$ cat src/sv/dsm_pkg.sv
// Shared constants and types for the differential steering mixer.
// Used by dsm_div_stage and differential_steering_mixer_core; no dependencies.
`default_nettype none

package dsm_pkg;

    localparam int AXIS_W     = 16;
    localparam int DRIVE_W    = 8;
    localparam int LIMIT_W    = 7;
    localparam int QUO_W      = 8;

    localparam logic [LIMIT_W-1:0] LIMIT_RESET  = 7'd32;
    localparam logic signed [8:0]  PREMIX_FULL  = 9'sd127;
    localparam logic [LIMIT_W-1:0] UNIT_DIVISOR = 7'd1;

    typedef struct packed {
        logic [LIMIT_W-1:0] rem;
        logic [QUO_W-1:0]   acc;
        logic               neg;
    } dsm_lane_t;

    typedef struct packed {
        dsm_lane_t          left;
        dsm_lane_t          right;
        logic [LIMIT_W-1:0] div;
    } dsm_div_t;

endpackage

`default_nettype wire

$ cat src/sv/dsm_div_stage.sv
// One pipeline stage of the drive divider: two restoring steps on both lanes.
// Depends on dsm_pkg for the lane and stage payload types.
`default_nettype none

module dsm_div_stage (
    input  wire logic            aclk,
    input  wire logic            aresetn,
    input  wire logic            in_valid,
    output logic                 in_ready,
    input  wire dsm_pkg::dsm_div_t in_data,
    output logic                 out_valid,
    input  wire logic            out_ready,
    output dsm_pkg::dsm_div_t    out_data
);
    import dsm_pkg::*;

    logic     valid_reg;
    dsm_div_t data_reg;
    dsm_div_t data_next;

    function automatic dsm_lane_t div_step(dsm_lane_t lane, logic [LIMIT_W-1:0] div);
        logic [LIMIT_W:0] trial;
        logic [LIMIT_W:0] diff;
        logic             ge;
        dsm_lane_t        res;
        trial   = {lane.rem, lane.acc[QUO_W-1]};
        diff    = trial - {1'b0, div};
        ge      = (trial >= {1'b0, div});
        res.rem = ge ? diff[LIMIT_W-1:0] : trial[LIMIT_W-1:0];
        res.acc = {lane.acc[QUO_W-2:0], ge};
        res.neg = lane.neg;
        return res;
    endfunction

    always_comb begin
        data_next       = in_data;
        data_next.left  = div_step(div_step(in_data.left, in_data.div), in_data.div);
        data_next.right = div_step(div_step(in_data.right, in_data.div), in_data.div);
    end

    assign in_ready  = !valid_reg || out_ready;
    assign out_valid = valid_reg;
    assign out_data  = data_reg;

    always_ff @(posedge aclk) begin
        if (!aresetn) begin
            valid_reg <= 1'b0;
        end else if (in_ready) begin
            valid_reg <= in_valid;
        end
    end

    always_ff @(posedge aclk) begin
        if (in_ready) begin
            data_reg <= data_next;
        end
    end

`ifndef SYNTH
    a_rem_below_div: assert property (@(posedge aclk) disable iff (!aresetn)
        valid_reg |-> (data_reg.left.rem < data_reg.div) && (data_reg.right.rem < data_reg.div))
        else $error("divider remainder not below divisor");
    a_div_nonzero: assert property (@(posedge aclk) disable iff (!aresetn)
        valid_reg |-> (data_reg.div != '0))
        else $error("divider stage holds zero divisor");
    a_stall_hold: assert property (@(posedge aclk) disable iff (!aresetn)
        valid_reg && !out_ready |=> valid_reg && $stable(data_reg))
        else $error("divider stage lost or changed a stalled request");
`endif

endmodule

`default_nettype wire

$ cat src/sv/differential_steering_mixer_core.sv
// Differential steering mixer: one joystick sample in, left/right drive pair out.
// Accepts one sample per clock unless m_tready back-pressure fills the pipeline;
// each sample passes nine register stages: axis reduction, two multiply stages,
// magnitude, four divider stages of two quotient bits each, and the saturating
// output register. Every stage holds its request under back-pressure and fills bubbles,
// so input is taken while results wait. pivot_y_limit is written through
// cfg_wr_en/cfg_wr_data.
// Depends on dsm_pkg and dsm_div_stage.
`default_nettype none

module differential_steering_mixer_core (
    input  wire logic        aclk,
    input  wire logic        aresetn,
    input  wire logic        cfg_wr_en,
    input  wire logic [6:0]  cfg_wr_data,   // pivot_y_limit
    input  wire logic        s_tvalid,
    output logic             s_tready,
    input  wire logic [31:0] s_tdata,       // [15:0] joy_x, [31:16] joy_y
    output logic             m_tvalid,
    input  wire logic        m_tready,
    output logic [15:0]      m_tdata        // [7:0] left_drive, [15:8] right_drive
);
    import dsm_pkg::*;

    logic [LIMIT_W-1:0] limit_reg;

    // stage 1: axis reduction and premix
    logic                      v1_reg;
    logic signed [7:0]         y1_reg, y1_next;
    logic signed [8:0]         xl1_reg, xl1_next;
    logic signed [8:0]         pl1_reg, pl1_next, pr1_reg, pr1_next;
    logic [7:0]                ay1_reg, ay1_next;
    logic                      blend1_reg, blend1_next;
    logic [LIMIT_W-1:0]        dl1_reg, dl1_next;
    logic [LIMIT_W-1:0]        lim1_reg;
    logic                      rdy1;

    // stage 2: first products
    logic                      v2_reg;
    logic signed [15:0]        pyl2_reg, pyl2_next, pyr2_reg, pyr2_next;
    logic signed [15:0]        pwl2_reg, pwl2_next, pwr2_reg, pwr2_next;
    logic [7:0]                ay2_reg;
    logic                      blend2_reg;
    logic [LIMIT_W-1:0]        lim2_reg;
    logic                      rdy2;

    // stage 3: numerators
    logic                      v3_reg;
    logic signed [23:0]        nl3_reg, nl3_next, nr3_reg, nr3_next;
    logic                      blend3_reg;
    logic [LIMIT_W-1:0]        lim3_reg;
    logic                      rdy3;

    // stage 4: magnitude, divide by 128, divider setup
    logic                      v4_reg;
    dsm_div_t                  d4_reg, d4_next;
    logic                      rdy4;

    logic                      dv [4];
    logic                      dr [4];
    dsm_div_t                  dd [4];

    logic                      vo_reg;
    logic [DRIVE_W-1:0]        lo_reg, lo_next, ro_reg, ro_next;
    logic                      rdyo;

    always_ff @(posedge aclk) begin
        if (!aresetn) begin
            limit_reg <= LIMIT_RESET;
        end else if (cfg_wr_en) begin
            limit_reg <= cfg_wr_data;
        end
    end

    function automatic logic signed [7:0] axis_reduce(logic [AXIS_W-1:0] raw);
        logic signed [7:0] hi;
        hi = raw[15:8];
        if (raw[15] && (raw[7:0] != 8'd0)) begin
            hi = hi + 8'sd1;
        end
        return hi;
    endfunction

    function automatic logic [DRIVE_W-1:0] drive_out(dsm_lane_t lane);
        logic [DRIVE_W-1:0] res;
        if (lane.neg) begin
            res = ~lane.acc + 8'd1;
        end else if (lane.acc[QUO_W-1]) begin
            res = 8'h7F;
        end else begin
            res = lane.acc;
        end
        return res;
    endfunction

    always_comb begin
        logic signed [7:0] x, y;
        logic signed [8:0] xe;
        logic [7:0]        ay;
        logic [7:0]        diff;
        x    = axis_reduce(s_tdata[15:0]);
        y    = axis_reduce(s_tdata[31:16]);
        xe   = {x[7], x};
        ay   = y[7] ? (~y + 8'd1) : y;
        diff = {1'b0, limit_reg} - ay;
        if (!y[7]) begin
            pl1_next = x[7] ? PREMIX_FULL + xe : PREMIX_FULL;
            pr1_next = x[7] ? PREMIX_FULL : PREMIX_FULL - xe;
        end else begin
            pl1_next = x[7] ? PREMIX_FULL : PREMIX_FULL - xe;
            pr1_next = x[7] ? PREMIX_FULL + xe : PREMIX_FULL;
        end
        y1_next     = y;
        xl1_next    = xe;
        ay1_next    = ay;
        blend1_next = (limit_reg != '0) && (ay <= {1'b0, limit_reg});
        dl1_next    = diff[LIMIT_W-1:0];
    end

    assign rdy1     = !v1_reg || rdy2;
    assign s_tready = rdy1;

    always_ff @(posedge aclk) begin
        if (!aresetn) begin
            v1_reg <= 1'b0;
        end else if (rdy1) begin
            v1_reg <= s_tvalid;
        end
    end

    always_ff @(posedge aclk) begin
        if (rdy1) begin
            y1_reg     <= y1_next;
            xl1_reg    <= xl1_next;
            pl1_reg    <= pl1_next;
            pr1_reg    <= pr1_next;
            ay1_reg    <= ay1_next;
            blend1_reg <= blend1_next;
            dl1_reg    <= dl1_next;
            lim1_reg   <= limit_reg;
        end
    end

    always_comb begin
        logic signed [16:0] p_pyl, p_pyr, p_pwl, p_pwr;
        logic signed [7:0]  dls;
        logic signed [8:0]  xr;
        dls       = $signed({1'b0, dl1_reg});
        xr        = -xl1_reg;
        p_pyl     = pl1_reg * y1_reg;
        p_pyr     = pr1_reg * y1_reg;
        p_pwl     = dls * xl1_reg;
        p_pwr     = dls * xr;
        pyl2_next = p_pyl[15:0];
        pyr2_next = p_pyr[15:0];
        pwl2_next = p_pwl[15:0];
        pwr2_next = p_pwr[15:0];
    end

    assign rdy2 = !v2_reg || rdy3;

    always_ff @(posedge aclk) begin
        if (!aresetn) begin
            v2_reg <= 1'b0;
        end else if (rdy2) begin
            v2_reg <= v1_reg;
        end
    end

    always_ff @(posedge aclk) begin
        if (rdy2) begin
            pyl2_reg   <= pyl2_next;
            pyr2_reg   <= pyr2_next;
            pwl2_reg   <= pwl2_next;
            pwr2_reg   <= pwr2_next;
            ay2_reg    <= ay1_reg;
            blend2_reg <= blend1_reg;
            lim2_reg   <= lim1_reg;
        end
    end

    always_comb begin
        logic signed [24:0] tl, tr;
        logic signed [8:0]  ays;
        ays = $signed({1'b0, ay2_reg});
        tl  = ays * pyl2_reg + (pwl2_reg <<< 7);
        tr  = ays * pyr2_reg + (pwr2_reg <<< 7);
        if (blend2_reg) begin
            nl3_next = tl[23:0];
            nr3_next = tr[23:0];
        end else begin
            nl3_next = {{8{pyl2_reg[15]}}, pyl2_reg};
            nr3_next = {{8{pyr2_reg[15]}}, pyr2_reg};
        end
    end

    assign rdy3 = !v3_reg || rdy4;

    always_ff @(posedge aclk) begin
        if (!aresetn) begin
            v3_reg <= 1'b0;
        end else if (rdy3) begin
            v3_reg <= v2_reg;
        end
    end

    always_ff @(posedge aclk) begin
        if (rdy3) begin
            nl3_reg    <= nl3_next;
            nr3_reg    <= nr3_next;
            blend3_reg <= blend2_reg;
            lim3_reg   <= lim2_reg;
        end
    end

    always_comb begin
        logic [23:0] ml, mr;
        ml                = nl3_reg[23] ? (~nl3_reg + 24'd1) : nl3_reg;
        mr                = nr3_reg[23] ? (~nr3_reg + 24'd1) : nr3_reg;
        d4_next.left.rem  = ml[21:15];
        d4_next.left.acc  = ml[14:7];
        d4_next.left.neg  = nl3_reg[23];
        d4_next.right.rem = mr[21:15];
        d4_next.right.acc = mr[14:7];
        d4_next.right.neg = nr3_reg[23];
        d4_next.div       = blend3_reg ? lim3_reg : UNIT_DIVISOR;
    end

    assign rdy4 = !v4_reg || dr[0];

    always_ff @(posedge aclk) begin
        if (!aresetn) begin
            v4_reg <= 1'b0;
        end else if (rdy4) begin
            v4_reg <= v3_reg;
        end
    end

    always_ff @(posedge aclk) begin
        if (rdy4) begin
            d4_reg <= d4_next;
        end
    end

    for (genvar i = 0; i < 4; i++) begin : g_div
        logic     up_valid;
        dsm_div_t up_data;
        logic     dn_ready;
        if (i == 0) begin : g_first
            assign up_valid = v4_reg;
            assign up_data  = d4_reg;
        end else begin : g_rest
            assign up_valid = dv[i-1];
            assign up_data  = dd[i-1];
        end
        if (i == 3) begin : g_last
            assign dn_ready = rdyo;
        end else begin : g_mid
            assign dn_ready = dr[i+1];
        end
        dsm_div_stage u_stage (
            .aclk      (aclk),
            .aresetn   (aresetn),
            .in_valid  (up_valid),
            .in_ready  (dr[i]),
            .in_data   (up_data),
            .out_valid (dv[i]),
            .out_ready (dn_ready),
            .out_data  (dd[i])
        );
    end

    assign lo_next = drive_out(dd[3].left);
    assign ro_next = drive_out(dd[3].right);
    assign rdyo    = !vo_reg || m_tready;

    always_ff @(posedge aclk) begin
        if (!aresetn) begin
            vo_reg <= 1'b0;
        end else if (rdyo) begin
            vo_reg <= dv[3];
        end
    end

    always_ff @(posedge aclk) begin
        if (rdyo) begin
            lo_reg <= lo_next;
            ro_reg <= ro_next;
        end
    end

    assign m_tvalid = vo_reg;
    assign m_tdata  = {ro_reg, lo_reg};

`ifndef SYNTH
    a_blend_in_limit: assert property (@(posedge aclk) disable iff (!aresetn)
        v1_reg && blend1_reg |-> (ay1_reg <= {1'b0, lim1_reg}) && (lim1_reg != '0))
        else $error("blend selected outside pivot limit");
    a_direct_small: assert property (@(posedge aclk) disable iff (!aresetn)
        v4_reg && (d4_reg.div == UNIT_DIVISOR) |->
        (d4_reg.left.rem == '0) && (d4_reg.right.rem == '0))
        else $error("unit-divisor drive magnitude out of range");
    a_quotient_bound: assert property (@(posedge aclk) disable iff (!aresetn)
        dv[3] |-> (dd[3].left.acc <= 8'd128) && (dd[3].right.acc <= 8'd128))
        else $error("drive quotient exceeds saturation bound");
`endif

endmodule

`default_nettype wire
$ cat config.mk
export PLATFORM = sky130hd
export DESIGN_NAME = differential_steering_mixer_core
export DESIGN_NICKNAME = d
export VERILOG_FILES = /design/src/sv/dsm_pkg.sv /design/src/sv/dsm_div_stage.sv /design/src/sv/differential_steering_mixer_core.sv
export SDC_FILE = /design/constraint.sdc
export NUM_CORES = 2
export LEC_CHECK = 0
export BUFFER_PORTS_ARGS = -buffer_cell sky130_fd_sc_hd__buf_2
export CORE_AREA = 2 2 264 292
export CTS_BUF_LIST = sky130_fd_sc_hd__clkbuf_4
export DETAILED_ROUTE_END_ITERATION = 7
export DIE_AREA = 0 0 266 294
export PLACE_DENSITY_LB_ADDON = 0.1
export SYNTH_ARGS = -nofsm -noshare
export SYNTH_HDL_FRONTEND = slang
export SYNTH_HIERARCHICAL = 1
export SYNTH_SLANG_ARGS = --single-unit
$ cat constraint.sdc
create_clock -name aclk -period 16.67 [get_ports aclk]
set_input_delay 5.001 -clock aclk [delete_from_list [all_inputs] [get_ports aclk]]
set_output_delay 5.001 -clock aclk [all_outputs]
set_load 0.1 [all_outputs]
==> metrics <==
fraction of layout cells with a size suffix above 1 9.596%; Arr. time, crit path 9800 ps; Initial DRT Pass Iterations 5; via density per instance 5.314; sink of the worst hold path g_div[2].u_stage/out_data[30]$_DFFE_PP_; DP HPWL 68170 um; CTS max path bufs 3; remaining global-route overflow 0; CTS tree built; Bufs and invs on worst path 2; destination of the worst register-to-register timing path nr3_reg[18]$_DFFE_PP_; Final Max Tran Viols 0; RSZ-0062 raised after global routing false; class of the tightest hold or removal check reg -> reg; series of cell instances along the critical path buf_2 > nand2b_1 > nand2b_1 > nand2b_2 > nand2b_2 > nand2b_2 > nor2b_1 > and3_1 > nand2_2 > buf_2; Tightest Pin Transition 1011 ps; remaining antenna violation count 0; Area Overhead vs Synth 6.587%; worst reg2reg path depth 18; total number of yosys warnings 6; combined global-route utilization of all metal layers 22.62%; hold-fix buffer count after cts 0; CTS sink count 395; max reg flops 135; via count 26490; worst hold start g_div[1].u_stage/out_data[28]$_DFFE_PP_; worst-case clock skew 92.67 ps; Gate Count Post-Synth 3837; overall die area 0.07820 sq mm; floorplan die width 266 um; deepest level of the CTS H-tree 3; hold depth 0; number of placed I/O pins 62; largest net degree at the start of global routing 74; highest clock rate 67.56 MHz; root buffer cell sky130_fd_sc_hd__clkbuf_4; Die Ht 294 um; max-cap violation count 0; final hold vios 0; IO buf count 61; Worst path most repeated cell sky130_fd_sc_hd__nand2b_2; clock buffers created by TritonCTS 99; Iteration-0 DRC Markers 1020; initial core utilization 53.15%; classification of the worst setup path in -> out; Worst setup EP type primary output; reg-to-reg startpoint ay2_reg[2]$_DFFE_PP_; drt drc 0; CP required 11670 ps; total length of routed wires 84530 um; relative max-transition margin 32.62%; result of the run completed; delay of the slowest cell on the worst path 920 ps; delay-heaviest family, CP simple AND/OR/NAND/NOR gates; count of endpoints failing setup in the final report 0; count of fill cells added during filler insertion 6647; number of global-route vias before repair 27640; Worst setup SP type input pin; CTS resizes 0; setup total negative slack 0 ps; Post-CTS Setup Inserts 0; Row Count 106; clock transition at the registers of the reported paths 70 ps; clock latency on the worst-skew pair 900 ps; global placement routability congestion 0.8652; net total in the final layout 4789; core area 0.07533 sq mm; initial antenna violation count 1; wire length of the first global-routing pass 140600 um; worst-path fanout max 41; average instance area after synthesis 10.44 sq um; net count after synthesis 4689; fin crit period 14800 ps; mean routed wirelength per cell 16.96 um; Post-Syn Area 0.04004 sq mm; critical-path cell with the highest stage delay sky130_fd_sc_hd__nand2b_2; post-route fraction of the period consumed by the critical path 88.79%; r2r setup slk 10450 ps
worst max-delay path by stage:
stage / start / slack (ps) / cells after the start / to
floorplan: m_tready / 620 / 8 / s_tready
global placement: m_tready / 1930 / 10 / s_tready
CTS: m_tready / 1800 / 10 / s_tready
detailed placement: m_tready / 1810 / 10 / s_tready
global route: m_tready / 1450 / 10 / s_tready
finish: m_tready / 1870 / 10 / s_tready
final cells by class:
type	instances	area [sq um]	area share (%)
Tap cell	972	1216	2.850
Inverter	722	2711	6.353
Multi-Input combinational cell	2642	25350	59.40
Timing Repair Buffer	77	425.4	0.9967
Clock buffer	136	1021	2.392
Antenna cell	1	2.502	0.005863
Clock inverter	40	251.5	0.5893
Sequential cell	395	11700	27.42
layer usage:
metal	up-vias	part of all wire, %	global-route usage, %
met4	0	2.9	7.797
met1	12990	42	27.50
met3	120	3.4	2.745
met2	441	52	41.35
met5	-	0	0
li1	12940	-	-
per-stage QoR:
| stage | setup WS, ps | hold WS [ps] | area (sq um) | utilization, % | cells |
|---|---|---|---|---|---|
| after floorplan | 619.1 | 400.3 | 40040 | - | 3837 |
| after global placement | 1930 | 401.0 | 41400 | 54.96 | 4808 |
| after detailed placement | 1807 | 404.5 | 41400 | 54.96 | 4808 |
| after CTS | 1804 | 379.0 | 42680 | 56.65 | 4984 |
| after global routing | 1453 | 401.4 | 42680 | 56.66 | 4985 |
| final | 1869 | 381.3 | 42680 | 56.66 | 4985 |
cell usage in the layout (no fill, tap or decap), types with 16 or more instances in the layout:
cell,count
sky130_fd_sc_hd__a211oi_1,27
sky130_fd_sc_hd__fa_1,445
sky130_fd_sc_hd__buf_4,16
sky130_fd_sc_hd__nor2_1,140
sky130_fd_sc_hd__nand3_1,32
sky130_fd_sc_hd__edfxtp_1,379
sky130_fd_sc_hd__a31oi_1,22
sky130_fd_sc_hd__dfxtp_1,16
sky130_fd_sc_hd__o21a_1,41
sky130_fd_sc_hd__a21o_1,37
sky130_fd_sc_hd__ha_1,363
sky130_fd_sc_hd__xnor2_1,146
sky130_fd_sc_hd__nand4_1,16
sky130_fd_sc_hd__a21boi_0,20
sky130_fd_sc_hd__xor2_1,37
sky130_fd_sc_hd__nor2b_1,63
sky130_fd_sc_hd__clkbuf_4,136
sky130_fd_sc_hd__inv_1,719
sky130_fd_sc_hd__nand2b_1,38
sky130_fd_sc_hd__nor3_1,49
sky130_fd_sc_hd__buf_2,61
sky130_fd_sc_hd__mux2_2,87
sky130_fd_sc_hd__o21ai_0,105
sky130_fd_sc_hd__mux2i_1,32
sky130_fd_sc_hd__clkinv_1,26
sky130_fd_sc_hd__a21oi_1,92
sky130_fd_sc_hd__nand2_1,277
sky130_fd_sc_hd__or2_2,17
sky130_fd_sc_hd__and2_1,301
Power is not shown: default switching activity piles up to over one toggle a cycle in this logic, so the estimate is an artifact.
